File: config.mk
export PLATFORM = sky130hd
export DESIGN_NAME = source_char_tokenizer
export DESIGN_NICKNAME = d
export VERILOG_FILES = /design/src/rtl/sct_pkg.sv /design/src/rtl/sct_front.sv /design/src/rtl/sct_queue.sv /design/src/rtl/sct_back.sv /design/src/rtl/source_char_tokenizer.sv
export SDC_FILE = /design/constraint.sdc
export NUM_CORES = 2
export LEC_CHECK = 0
export ABC_AREA = 0
export BUFFER_PORTS_ARGS = -buffer_cell sky130_fd_sc_hd__buf_2
export CAP_MARGIN = 20
export CORE_MARGIN = 2
export CORE_UTILIZATION = 63
export CTS_CLUSTER_SIZE = 12
export DETAILED_ROUTE_END_ITERATION = 6
export PLACE_DENSITY = 0.79
export SKIP_CTS_REPAIR_TIMING = 1
export SLEW_MARGIN = 15
export SYNTH_ARGS = -nofsm -noshare
export SYNTH_HDL_FRONTEND = slang
export SYNTH_SLANG_ARGS = --single-unit
File: constraint.sdc
create_clock -name clk_i -period 16.94 [get_ports clk_i]
set_input_delay 4.235 -clock clk_i [delete_from_list [all_inputs] [get_ports clk_i]]
set_output_delay 4.235 -clock clk_i [all_outputs]
set_load 0.01 [all_outputs]
File: src/rtl/sct_pkg.sv
// ----------------------------------------------------------------------------
// Source character tokenizer package
// Shared types, constants and helper functions of the tokenizer.
// ----------------------------------------------------------------------------
`default_nettype none

package sct_pkg;

  localparam int OffsetBits = 16;
  localparam int ValueBits  = 64;
  localparam int KwLen      = 6;
  localparam int QueueDepth = 4;
  localparam int QueuePtrW  = $clog2(QueueDepth);
  localparam int MaxTokens  = 3;

  localparam logic [7:0] ChEq   = 8'h3D;
  localparam logic [7:0] ChBang = 8'h21;
  localparam logic [7:0] ChLt   = 8'h3C;
  localparam logic [7:0] ChGt   = 8'h3E;
  localparam logic [7:0] ChZero = 8'h30;

  typedef enum logic [2:0] {
    KindNum     = 3'd0,
    KindIdent   = 3'd1,
    KindPunct   = 3'd2,
    KindKeyword = 3'd3,
    KindEnd     = 3'd4,
    KindError   = 3'd5
  } kind_e;

  typedef enum logic [2:0] {
    ModeIdle  = 3'd0,
    ModeNum   = 3'd1,
    ModeIdent = 3'd2,
    ModeHeld  = 3'd3,
    ModeSkip  = 3'd4
  } mode_e;

  typedef struct packed {
    kind_e        kind;
    logic [15:0]  start;
    logic [15:0]  len;
    logic [63:0]  value;
    logic [15:0]  punct;
  } tok_t;

  typedef struct packed {
    logic [1:0]              count;
    tok_t [MaxTokens-1:0]    toks;
  } bundle_t;

  function automatic logic [7:0] kw_char(input logic [2:0] idx);
    logic [7:0] ch;
    unique case (idx)
      3'd0:    ch = 8'h72;
      3'd1:    ch = 8'h65;
      3'd2:    ch = 8'h74;
      3'd3:    ch = 8'h75;
      3'd4:    ch = 8'h72;
      3'd5:    ch = 8'h6E;
      default: ch = 8'h00;
    endcase
    return ch;
  endfunction

  function automatic logic [15:0] off_field(input logic [OffsetBits-1:0] v);
    logic [31:0] wide;
    wide = 32'(v);
    return wide[15:0];
  endfunction

  function automatic logic [63:0] val_field(input logic [ValueBits-1:0] v);
    return 64'(v);
  endfunction

endpackage

`default_nettype wire

File: src/rtl/sct_front.sv
// ----------------------------------------------------------------------------
// Tokenizer front end
// Scans one source byte per accepted transaction and builds the bundle of
// tokens that the byte causes.
// ----------------------------------------------------------------------------
`default_nettype none

module sct_front (
  input  wire logic             clk_i,
  input  wire logic             rst_ni,
  input  wire logic             in_accept_i,
  input  wire logic [7:0]       char_byte_i,
  input  wire logic             end_of_input_i,
  output sct_pkg::bundle_t      bundle_o,
  output logic                  bundle_valid_o
);
  import sct_pkg::*;

  mode_e                 mode_q, mode_d;
  logic [OffsetBits-1:0] pos_q, pos_d;
  logic [OffsetBits-1:0] pstart_q, pstart_d;
  logic [OffsetBits-1:0] plen_q, plen_d;
  logic [ValueBits-1:0]  acc_q, acc_d;
  logic [2:0]            kwidx_q, kwidx_d;
  logic                  kwmis_q, kwmis_d;
  logic [7:0]            held_q, held_d;

  function automatic logic [OffsetBits-1:0] sat_inc(input logic [OffsetBits-1:0] v);
    return (v == {OffsetBits{1'b1}}) ? v : v + OffsetBits'(1);
  endfunction

  function automatic logic is_space(input logic [7:0] c);
    return (c == 8'd32) || (c >= 8'd9 && c <= 8'd13);
  endfunction

  function automatic logic is_digit(input logic [7:0] c);
    return c >= 8'h30 && c <= 8'h39;
  endfunction

  function automatic logic is_alpha(input logic [7:0] c);
    return (c >= 8'h61 && c <= 8'h7A) || (c >= 8'h41 && c <= 8'h5A) || (c == 8'h5F);
  endfunction

  function automatic logic is_punct(input logic [7:0] c);
    return (c >= 8'd33 && c <= 8'd47) || (c >= 8'd58 && c <= 8'd64) ||
           (c >= 8'd91 && c <= 8'd96) || (c >= 8'd123 && c <= 8'd126);
  endfunction

  function automatic tok_t make_tok(input kind_e kind, input logic [15:0] start,
                                    input logic [15:0] len, input logic [63:0] value,
                                    input logic [15:0] punct);
    tok_t t;
    t.kind  = kind;
    t.start = start;
    t.len   = len;
    t.value = value;
    t.punct = punct;
    return t;
  endfunction

  always_comb begin
    logic [7:0]           c;
    logic [OffsetBits-1:0] pos;
    logic [1:0]           n;
    logic                 fresh;
    logic                 pend;
    logic [ValueBits+3:0] prod;
    tok_t                 ft;
    tok_t [2:0]           toks;

    c     = char_byte_i;
    pos   = pos_q;
    n     = 2'd0;
    fresh = 1'b1;
    pend  = 1'b0;
    prod  = '0;
    ft    = '0;
    toks  = '0;

    mode_d   = mode_q;
    pos_d    = pos_q;
    pstart_d = pstart_q;
    plen_d   = plen_q;
    acc_d    = acc_q;
    kwidx_d  = kwidx_q;
    kwmis_d  = kwmis_q;
    held_d   = held_q;

    if (c == 8'd0) begin
      pend = 1'b1;
    end else begin
      if (mode_q != ModeSkip) begin
        unique case (mode_q)
          ModeHeld: begin
            if (c == ChEq) begin
              toks[n] = make_tok(KindPunct, off_field(pstart_q), 16'd2, '0, {held_q, ChEq});
              n       = n + 2'd1;
              mode_d  = ModeIdle;
              fresh   = 1'b0;
            end else begin
              toks[n] = make_tok(KindPunct, off_field(pstart_q), 16'd1, '0, {held_q, 8'h00});
              n       = n + 2'd1;
              mode_d  = ModeIdle;
            end
          end
          ModeNum: begin
            if (is_digit(c)) begin
              prod = ({4'b0, acc_q} << 3) + ({4'b0, acc_q} << 1) +
                     (ValueBits+4)'(c - ChZero);
              acc_d  = (prod[ValueBits+3:ValueBits] != 4'd0) ? {ValueBits{1'b1}} :
                       prod[ValueBits-1:0];
              plen_d = sat_inc(plen_q);
              fresh  = 1'b0;
            end else begin
              toks[n] = make_tok(KindNum, off_field(pstart_q), off_field(plen_q),
                                 val_field(acc_q), 16'h0000);
              n       = n + 2'd1;
              mode_d  = ModeIdle;
            end
          end
          ModeIdent: begin
            if (is_alpha(c) || is_digit(c)) begin
              if (!kwmis_q && kwidx_q < 3'(KwLen) && c == kw_char(kwidx_q)) begin
                kwidx_d = kwidx_q + 3'd1;
              end else begin
                kwmis_d = 1'b1;
              end
              plen_d = sat_inc(plen_q);
              fresh  = 1'b0;
            end else begin
              toks[n] = make_tok((!kwmis_q && kwidx_q == 3'(KwLen)) ? KindKeyword : KindIdent,
                                 off_field(pstart_q), off_field(plen_q), '0, 16'h0000);
              n       = n + 2'd1;
              mode_d  = ModeIdle;
            end
          end
          default: begin
          end
        endcase

        if (fresh) begin
          if (is_space(c)) begin
          end else if (is_digit(c)) begin
            mode_d   = ModeNum;
            pstart_d = pos;
            plen_d   = OffsetBits'(1);
            acc_d    = ValueBits'(c - ChZero);
          end else if (is_alpha(c)) begin
            mode_d   = ModeIdent;
            pstart_d = pos;
            plen_d   = OffsetBits'(1);
            kwidx_d  = (c == kw_char(3'd0)) ? 3'd1 : 3'd0;
            kwmis_d  = (c != kw_char(3'd0));
          end else if (is_punct(c)) begin
            if (c == ChEq || c == ChBang || c == ChLt || c == ChGt) begin
              mode_d   = ModeHeld;
              held_d   = c;
              pstart_d = pos;
              plen_d   = OffsetBits'(1);
            end else begin
              toks[n] = make_tok(KindPunct, off_field(pos), 16'd1, '0, {c, 8'h00});
              n       = n + 2'd1;
            end
          end else begin
            toks[n] = make_tok(KindError, off_field(pos), 16'd1, '0, 16'h0000);
            n       = n + 2'd1;
            mode_d  = ModeSkip;
          end
        end
      end
      pos_d = sat_inc(pos_q);
      pos   = pos_d;
      pend  = end_of_input_i;
    end

    if (pend) begin
      unique case (mode_d)
        ModeNum: ft = make_tok(KindNum, off_field(pstart_d), off_field(plen_d),
                               val_field(acc_d), 16'h0000);
        ModeIdent: ft = make_tok((!kwmis_d && kwidx_d == 3'(KwLen)) ? KindKeyword : KindIdent,
                                 off_field(pstart_d), off_field(plen_d), '0, 16'h0000);
        ModeHeld: ft = make_tok(KindPunct, off_field(pstart_d), 16'd1, '0, {held_d, 8'h00});
        default: ft = '0;
      endcase
      if (mode_d == ModeNum || mode_d == ModeIdent || mode_d == ModeHeld) begin
        toks[n] = ft;
        n       = n + 2'd1;
      end
      if (n != 2'd3) begin
        toks[n] = make_tok(KindEnd, off_field(pos), 16'd0, '0, 16'h0000);
        n       = n + 2'd1;
      end
      mode_d   = ModeIdle;
      pos_d    = '0;
      pstart_d = '0;
      plen_d   = '0;
      acc_d    = '0;
      kwidx_d  = 3'd0;
      kwmis_d  = 1'b0;
      held_d   = 8'h00;
    end

    bundle_o.count = n;
    bundle_o.toks  = toks;
    bundle_valid_o = in_accept_i && (n != 2'd0);
  end

  always_ff @(posedge clk_i or negedge rst_ni) begin
    if (!rst_ni) begin
      mode_q   <= ModeIdle;
      pos_q    <= '0;
      pstart_q <= '0;
      plen_q   <= '0;
      acc_q    <= '0;
      kwidx_q  <= 3'd0;
      kwmis_q  <= 1'b0;
      held_q   <= 8'h00;
    end else if (in_accept_i) begin
      mode_q   <= mode_d;
      pos_q    <= pos_d;
      pstart_q <= pstart_d;
      plen_q   <= plen_d;
      acc_q    <= acc_d;
      kwidx_q  <= kwidx_d;
      kwmis_q  <= kwmis_d;
      held_q   <= held_d;
    end
  end

endmodule

`default_nettype wire

File: src/rtl/sct_queue.sv
// ----------------------------------------------------------------------------
// Tokenizer bundle queue
// Short register queue that decouples the scanner from the token emitter.
// ----------------------------------------------------------------------------
`default_nettype none

module sct_queue (
  input  wire logic              clk_i,
  input  wire logic              rst_ni,
  input  wire logic              push_i,
  input  wire sct_pkg::bundle_t  push_data_i,
  input  wire logic              pop_i,
  output sct_pkg::bundle_t       head_o,
  output logic                   empty_o,
  output logic                   full_o
);
  import sct_pkg::*;

  bundle_t              mem_q [QueueDepth];
  logic [QueuePtrW-1:0] wr_ptr_q, wr_ptr_d;
  logic [QueuePtrW-1:0] rd_ptr_q, rd_ptr_d;
  logic [QueuePtrW:0]   cnt_q, cnt_d;

  always_comb begin
    wr_ptr_d = wr_ptr_q;
    rd_ptr_d = rd_ptr_q;
    cnt_d    = cnt_q;
    if (push_i) begin
      wr_ptr_d = wr_ptr_q + QueuePtrW'(1);
    end
    if (pop_i) begin
      rd_ptr_d = rd_ptr_q + QueuePtrW'(1);
    end
    if (push_i && !pop_i) begin
      cnt_d = cnt_q + (QueuePtrW+1)'(1);
    end else if (pop_i && !push_i) begin
      cnt_d = cnt_q - (QueuePtrW+1)'(1);
    end
  end

  assign head_o  = mem_q[rd_ptr_q];
  assign empty_o = (cnt_q == '0);
  assign full_o  = (cnt_q == (QueuePtrW+1)'(QueueDepth));

  always_ff @(posedge clk_i or negedge rst_ni) begin
    if (!rst_ni) begin
      wr_ptr_q <= '0;
      rd_ptr_q <= '0;
      cnt_q    <= '0;
    end else begin
      wr_ptr_q <= wr_ptr_d;
      rd_ptr_q <= rd_ptr_d;
      cnt_q    <= cnt_d;
    end
  end

  always_ff @(posedge clk_i) begin
    if (push_i) begin
      mem_q[wr_ptr_q] <= push_data_i;
    end
  end

endmodule

`default_nettype wire

File: src/rtl/sct_back.sv
// ----------------------------------------------------------------------------
// Tokenizer back end
// Takes bundles from the queue and sends their tokens one per transaction
// through a registered output stage.
// ----------------------------------------------------------------------------
`default_nettype none

module sct_back (
  input  wire logic              clk_i,
  input  wire logic              rst_ni,
  input  wire sct_pkg::bundle_t  head_i,
  input  wire logic              empty_i,
  output logic                   pop_o,
  output logic                   m_tvalid_o,
  input  wire logic              m_tready_i,
  output sct_pkg::tok_t          tok_o,
  output logic                   m_tlast_o
);
  import sct_pkg::*;

  logic [1:0] sel_q, sel_d;
  logic       valid_q, valid_d;
  tok_t       tok_q, tok_d;
  logic       last_q, last_d;
  logic       load;

  always_comb begin
    load    = !empty_i && (!valid_q || m_tready_i);
    sel_d   = sel_q;
    valid_d = valid_q;
    tok_d   = tok_q;
    last_d  = last_q;
    pop_o   = 1'b0;
    if (load) begin
      unique case (sel_q)
        2'd0:    tok_d = head_i.toks[0];
        2'd1:    tok_d = head_i.toks[1];
        2'd2:    tok_d = head_i.toks[2];
        default: tok_d = '0;
      endcase
      last_d  = (sel_q == head_i.count - 2'd1);
      valid_d = 1'b1;
      if (last_d) begin
        sel_d = 2'd0;
        pop_o = 1'b1;
      end else begin
        sel_d = sel_q + 2'd1;
      end
    end else if (m_tready_i) begin
      valid_d = 1'b0;
    end
  end

  always_ff @(posedge clk_i or negedge rst_ni) begin
    if (!rst_ni) begin
      sel_q   <= 2'd0;
      valid_q <= 1'b0;
    end else begin
      sel_q   <= sel_d;
      valid_q <= valid_d;
    end
  end

  always_ff @(posedge clk_i) begin
    tok_q  <= tok_d;
    last_q <= last_d;
  end

  assign m_tvalid_o = valid_q;
  assign tok_o      = tok_q;
  assign m_tlast_o  = last_q;

endmodule

`default_nettype wire

File: src/rtl/source_char_tokenizer.sv
// ----------------------------------------------------------------------------
// Source character tokenizer
// Streaming lexer: source bytes in, number, identifier, keyword, punctuator,
// error and end tokens out.
// ----------------------------------------------------------------------------
// The slave channel takes one source byte per transaction in tdata, with
// tlast marking the final byte of a stream; a zero byte also ends a stream.
// The master channel sends one token per transaction: tuser holds the token
// kind and tlast marks the final token caused by one input byte.
// A byte is scanned in the cycle it is accepted and the tokens it causes go
// into a four-entry bundle queue. The first token reaches the output through
// the queue and then the output register. The block accepts one byte per
// cycle while the queue has space; the output register sends one token per
// cycle while the receiver is ready, so a byte that causes several tokens (at
// most three) holds the output until all of them are sent.
// When the receiver stalls, the output register holds its token, the queue
// fills and then tready drops until space frees up.
// Reset clears the scanner to the start of a new stream at offset zero and
// empties the queue and the output stage.
// ----------------------------------------------------------------------------
`default_nettype none

module source_char_tokenizer (
  input  wire logic          clk_i,
  input  wire logic          rst_ni,
  input  wire logic          s_axis_tvalid_i,
  output logic               s_axis_tready_o,
  input  wire logic [7:0]    s_axis_tdata_i,   // char_byte
  input  wire logic          s_axis_tlast_i,
  output logic               m_axis_tvalid_o,
  input  wire logic          m_axis_tready_i,
  output logic [111:0]       m_axis_tdata_o,   // start_offset, token_length,
                                               // number_value, punct_chars
  output logic [2:0]         m_axis_tuser_o,   // token_kind
  output logic               m_axis_tlast_o
);
  import sct_pkg::*;

  bundle_t bundle;
  bundle_t head;
  logic    bundle_valid;
  logic    empty;
  logic    full;
  logic    pop;
  logic    in_accept;
  tok_t    tok;

  assign s_axis_tready_o = !full;
  assign in_accept       = s_axis_tvalid_i && !full;

  sct_front u_front (
    .clk_i          (clk_i),
    .rst_ni         (rst_ni),
    .in_accept_i    (in_accept),
    .char_byte_i    (s_axis_tdata_i),
    .end_of_input_i (s_axis_tlast_i),
    .bundle_o       (bundle),
    .bundle_valid_o (bundle_valid)
  );

  sct_queue u_queue (
    .clk_i       (clk_i),
    .rst_ni      (rst_ni),
    .push_i      (bundle_valid),
    .push_data_i (bundle),
    .pop_i       (pop),
    .head_o      (head),
    .empty_o     (empty),
    .full_o      (full)
  );

  sct_back u_back (
    .clk_i      (clk_i),
    .rst_ni     (rst_ni),
    .head_i     (head),
    .empty_i    (empty),
    .pop_o      (pop),
    .m_tvalid_o (m_axis_tvalid_o),
    .m_tready_i (m_axis_tready_i),
    .tok_o      (tok),
    .m_tlast_o  (m_axis_tlast_o)
  );

  assign m_axis_tdata_o = {tok.punct, tok.value, tok.len, tok.start};
  assign m_axis_tuser_o = tok.kind;

endmodule

`default_nettype wire

## Yosys cells after proc, flatten, opt, wreduce, memory -nomap -nowiden

Memories as Yosys holds them, arrays and structs flattened.
Index checks and enable logic that the tools add are counted.

| storage, ports and cells | value |
|---|---|
| register bits after elaboration | 253 |
| latch bits | 0 |
| memory bits (writable) | 1388 |
| memory bits (read-only) | 0 |
| bits of input ports | 13 |
| output and inout port bits | 118 |
| logic and storage cells | 285 |
| memories kept | 1 |

| operators by class | value |
|---|---|
| add/subtract/negate cells | 16 |
| multiply operators | 0 |
| div/mod/pow operators | 0 |
| $lt $le $gt $ge | 23 |
| equal/unequal tests | 30 |
| shifts and indexed selects | 0 |
| muxes and demuxes | 147 |
| bitwise gates (word level) | 0 |
| reduce and logical (&&, ||, !) cells | 49 |

Memory list:

| name | words | bits a word | read ports | clocked after Yosys merged registers in | wr ports | RTL line | source |
|---|---|---|---|---|---|---|---|
| u_queue.mem_q | 4 | 347 | 1 | 0 | 1 | sct_queue.sv:19 | `bundle_t mem_q [QueueDepth];` |

Operators with widths:

| operator | count |
|---|---|
| 2-to-1 mux 345 bit | 12 |
| bitwise mux 345 bit | 4 |
| one-hot mux 115 bit (3 select lines) | 3 |
| demux 115 bit (select 2 bit) | 3 |
| 2-to-1 mux 115 bit | 6 |
| 2-to-1 mux 64 bit | 9 |
| 2-to-1 mux 16 bit | 24 |
| 2-to-1 mux 114 bit | 1 |
| 2-to-1 mux 112 bit | 1 |
| 2-to-1 mux 8 bit | 13 |
| 2-to-1 mux 82 bit | 1 |
| 2-to-1 mux 3 bit | 23 |
| adder 67 x 65 -> 68 bit | 1 |
| adder 68 bit | 1 |
| == test 8 x 6 -> 1 bit, second input constant | 5 |
| less-or-equal comparator 8 x 7 -> 1 bit, second input constant | 5 |
| one-hot mux 7 bit (5 select lines) | 1 |
| 2-to-1 mux 2 bit | 17 |
| adder 16 x 1 -> 16 bit, second input constant | 2 |
| == test 16 bit, second input constant | 2 |
| >= comparator 8 x 7 -> 1 bit, second input constant | 4 |
| one-hot mux 16 bit (2 select lines) | 1 |
| 2-to-1 mux 1 bit | 25 |
| >= comparator 8 x 6 -> 1 bit, second input constant | 3 |
| 34 further kinds | 98 |

## Logic depth before layout (Yosys ltp)

| depth | value |
|---|---|
| depth after elaboration | 31 |
| gate-level depth with buffers | 23 |
| gate-level depth less buffers | 20 |

## By module

Synthesis repeated with hierarchy kept, for this count alone.

| second synthesis, totals | value |
|---|---|
| cells, all modules | 4768 |
| area, all modules | 74139.9 sq um |

Modules (own cells, without submodules):

| module | instances | cells an instance | area an instance (sq um) | seq. area each (sq um) |
|---|---|---|---|---|
| sct_queue | 1 | 1847 | 50503.4 | 41855.1 |
| sct_front | 1 | 2497 | 17997.3 | 3178.0 |
| sct_back | 1 | 422 | 5629.1 | 3558.4 |
| source_char_tokenizer | 1 | 2 | 10.0 | 0.0 |

## Worst setup path after synthesis

No wires, ideal clock.

| timing | value |
|---|---|
| path kind | input to register |
| start | input s_axis_tdata_i[4] |
| end | memory u_queue.mem_q[2][100] in the netlist's numbering, enable pin |
| library setup time | 0.727 ns |
| arrival | 14.891 ns |
| data required time | 16.213 ns |
| slack | 1.321 ns |
| cell stages on the path | 17 |
| path buffers | 2 |
| cells stage by stage | clkbuf_1 > inv_1 > ha_1 > or4bb_1 > o32a_1 > o21ai_0 > o31a_1 > clkbuf_1 > inv_1 > ha_1 > nor2b_1 > a2111o_1 > nand3_2 > inv_1 > nor2_1 > a21oi_1 > and2_1 |

| on the way | value |
|---|---|
| cells in the longest elaborated chain, start to end | 28 |
| elaborated cells between the ends (all ways) | 89 |

Ends and longest elaborated chain:

| what | RTL line | source |
|---|---|---|
| start: declaration | source_char_tokenizer.sv:28 | `input wire logic [7:0] s_axis_tdata_i,` |
| >= comparator 8 x 7 -> 1 bit / less-or-equal comparator 8 x 7 -> 1 bit (equally long branches) | sct_front.sv:41 | `return (c >= 8'h61 && c <= 8'h7A) \|\| (c >= 8'h41 && c <= 8'h5A) \|\| (c == 8'h5F);` |
| logical AND 1 bit | sct_front.sv:41 |  |
| logical OR 1 bit (2 in series) | sct_front.sv:41 |  |
| logical OR 1 bit | sct_front.sv:122 | `if (is_alpha(c) \|\| is_digit(c)) begin` |
| 2-to-1 mux 1 bit | sct_front.sv:122 |  |
| one-hot mux 2 bit (3 select lines) | sct_front.sv:93 | `unique case (mode_q)` |
| 2-to-1 mux 2 bit | sct_front.sv:92 | `if (mode_q != ModeSkip) begin` |
| 2-to-1 mux 2 bit | sct_front.sv:89 | `if (c == 8'd0) begin` |
| [12 not listed] | - |  |
| adder 2 x 1 -> 2 bit / inequality test 2 bit (equally long branches) | sct_front.sv:191, sct_front.sv:189 |  |
| 2-to-1 mux 2 bit | sct_front.sv:189 | `if (n != 2'd3) begin` |
| 2-to-1 mux 2 bit (*) | sct_front.sv:176 | `if (pend) begin` |
| nonzero test 2 bit (*) | sct_front.sv:205 | `bundle_valid_o = in_accept_i && (n != 2'd0);` |
| logical AND 1 bit (*) | sct_front.sv:205 |  |
| via bundle_valid | source_char_tokenizer.sv:41 | `logic bundle_valid;` |
| 2-to-1 mux 1 bit (*) | sct_queue.sv:58 | `if (push_i) begin` |
| 2-to-1 mux 1 bit (implied by the code) (*) | sct_queue.sv:59 | `mem_q[wr_ptr_q] <= push_data_i;` |
| end: declaration | sct_queue.sv:19 |  |

Mark *: on every way through the listed nets, which the timed path passes. The rest lies on a longest branch. The select of a mux whose other input is x is not followed.

==> impl_metrics.tcl <==
set metrics [dict create \
    tritoncts "done" \
    outcome "finished with violations" \
    path_clk_slew_ns 0.06 \
    clk_latency_ns 0.78 \
    ant_nets 0 \
    finalCriticalPeriod_ns 10.88 \
    antenna_found_initial 9 \
    grt.busiest_layer "met2" \
    post-route-drc-count 18 \
    drtIter0Drc 5699 \
    synthSimpleGateAreaFrac 0.0656 \
    synth_top_area_share 0.601 \
    synth.area.mux_share 0.108 \
    powerDensity_mw_per_mm2 154 \
    clockRootBuffer "clkbuf_16" \
    htree_levels 4 \
    ys_seq_area_frac 0.650 \
    core.rowCount 122 \
    combPwrFrac 0.290 \
    synthArstFlopShare 0.0888 \
    nNetsFinal 4845 \
    port_buffers 127 \
    yosys_warnings 0 \
    start_kind "input port" \
    finalSetupTns_ns 0 \
    use_met2 0.531 \
    clockPowerShare 0.271 \
    grt_pass1_wl_um 277000 \
    slew_headroom 0.255 \
    critPathRequiredTime_ns 17.43 \
    die_area_mm2 0.114 \
    post-dp-hpwl_um 108000 \
    p_sw_frac 0.318 \
    synth_area_per_cell_um2 15.1 \
    cts_buffers 155 \
    fmax_mhz 91.9 \
    synth_compound_area_frac 0.108 \
    design.core.area_mm2 0.111 \
    min_path_type "reg -> reg" \
    ir_drop_v 0.000133 \
    setup_viol_count_final 0 \
    io-pin-count 131 \
    worst-setup-path-type "in -> reg" \
    yosysUniqueCellTypes 99 \
    violations "design-rule violations" \
    gp_congestion 0.984 \
    num_vias 44200 \
    fin_worst_skew_ns 0.0240 \
    grt-ovfl-total 0 \
    ys_ff_latch 1542 \
    ys_top_cells_by_area "edfxtp_1 60%, mux4_2 10%, dfrtp_1 4.9%, nand2_1 2.3%, a21oi_1 2.0%" \
    die_h_um 338 \
    synthFlopType "edfxtp_1" \
    final_hold_viol_count 0 \
    area_growth_pct 9.54 \
    yosysTopAreaCell "edfxtp_1" \
    syn_inst 4638 \
    crit_arrival_ns 11.37 \
    synthXorXnorAreaFrac 0.0105 \
    wl_per_cell_um 29.1 \
    grt_max_degree 146 \
    synth-edff-count 1405 \
    routed_wl_um 183000 \
    grt_pass1_vias 44500 \
    first_pass_iters 7 \
    worst_pin_slew_ns 1.12 \
    power_mw 11.9 \
    slew_viol_final 0 \
    p_int_mw 8.09 \
    final_common_cell "edfxtp_1" \
    grtUsageTotal 0.326 \
    globalRouteMet3Util 0.0576 \
    critPathCaptureType "flip-flop" \
    grtUsageMet1 0.440 \
    rsz0062_at_grt "no" \
    start_util 0.635 \
    die_w_um 338 \
    fin_crit_sh 0.642 \
    power.switching_mw 3.77 \
    netlist_area_mm2 0.0701 \
    vias_per_cell 7.05 \
    drive_gt1_frac 0.165 \
    max-clock-path-buffers 3 \
    cap_violations 0 \
    synthAdderAreaFrac 0.0350 \
    pwr-share-seq 0.440 \
    clkSinkCount 1542 \
    leakage_nw 26.8 \
    most-common-layout-cells "1405 x edfxtp_1, 428 x nand2_1, 324 x mux4_2" \
    synth_top_family_by_area "multiplexers" \
    cp_max_fo 42 \
]
## flip-flops by register name (all words and copies together), names as in the netlist, 3 cells and up
name,count
u_front.pstart_q,16
u_front.plen_q,16
u_front.kwidx_q,3
u_queue.mem_q,1296
u_queue.cnt_q,3
u_back.tok_o,108
u_front.held_q,8
u_front.mode_q,3
u_front.acc_q,64
u_front.pos_q,16
## kinds of logic after synthesis
group                      Yosys count
and+or+nand+nor                   1020
DFF                               1542
muxes                              352
other                                1
buffers and inverters              390
xor gates and xnor gates            84
AOI/OAI and AO/OA                 1091
adders and majority gates          158
## synthesized netlist by cell type (42+ instances only)
cell and number:
ha_1 94, a21oi_1 275, fa_1 64, mux4_2 324, a22oi_1 130, nor3_1 58
nor2_1 243, edfxtp_1 1405, buf_2 42, xor2_1 45, nand3_1 101, dfrtp_1 137
o21ai_0 197, a221o_1 88, nand2_1 429, buf_1 52, clkbuf_1 216, a221oi_1 52
inv_1 61
## layer usage
layer | up-vias | wire (um)
li1 | 18500 | -
met1 | 22400 | 67500
met2 | 2775 | 90400
met3 | 501 | 17100
met4 | 6 | 7690
met5 | - | 32
## final timing paths
kind	start	slack, ns	endpoint	cells after the start
setup / recovery	s_axis_tdata_i[4]	6.06	u_queue.mem_q[2][66]	18
hold / removal	u_queue.cnt_q[2]	0.50	u_queue.cnt_q[2]	1
setup reg to reg	u_front.acc_q[4]	10.69	u_queue.mem_q[2][66]	16
hold reg to reg	u_queue.cnt_q[2]	0.50	u_queue.cnt_q[2]	1
max in group asynchronous	rst_ni	12.25	u_front.acc_q[45]	2
min in group asynchronous	rst_ni	3.37	u_back.m_tvalid_o	1
## worst max-delay path, stage by stage
cell      delay, ns
buf_2          0.22
ha_1           0.41
nor2_4         0.78
buf_4          0.64
fa_1           0.52
ha_1           0.40
a21oi_1        0.26
o21ai_0        0.12
a311oi_1       0.39
o22ai_1        0.18
a211oi_1       0.35
o31ai_1        0.19
o41a_1         0.41
and3_1         0.30
nor2_4         0.50
buf_4          0.65
nand2_1        0.26
a221o_1        0.44
## stage by stage
| stage | instances | area [um^2] | utilization | hold slack (ns) | setup WS, ns |
|---|---|---|---|---|---|
| final | 6271 | 76800 | 0.695 | 0.499 | 6.06 |
| after global routing | 6266 | 76800 | 0.695 | 0.528 | 5.60 |
| after CTS | 6265 | 76800 | 0.695 | 0.500 | 6.22 |
| after detailed placement | 6004 | 72200 | 0.653 | 0.497 | 5.42 |
| after global placement | 6004 | 72200 | 0.653 | 0.478 | 5.61 |
| after floorplan | 4640 | 70200 | - | 0.464 | 1.32 |
## area by class of cell
type / instances / area [um^2]
Timing Repair Buffer: 206 / 1350
Fill cell: 7106 / 33700
Clock buffer: 230 / 4250
Inverter: 61 / 229
Sequential cell: 1542 / 45600
Tap cell: 1488 / 1860
Multi-Input combinational cell: 2708 / 23100
Antenna cell: 5 / 12.5
Clock inverter: 31 / 393
## power groups by stage
stage / clock network (mW) / logic [mW] / registers [mW]
global route: 3.38 / 3.67 / 5.27
CTS: 3.24 / 3.45 / 5.22
detailed placement: 0 / 3.41 / 5.28
floorplan: 0 / 2.31 / 5.45
global placement: 0 / 3.38 / 5.24
finish: 3.21 / 3.44 / 5.22
No activity file was read; power rests on OpenSTA's default activity.
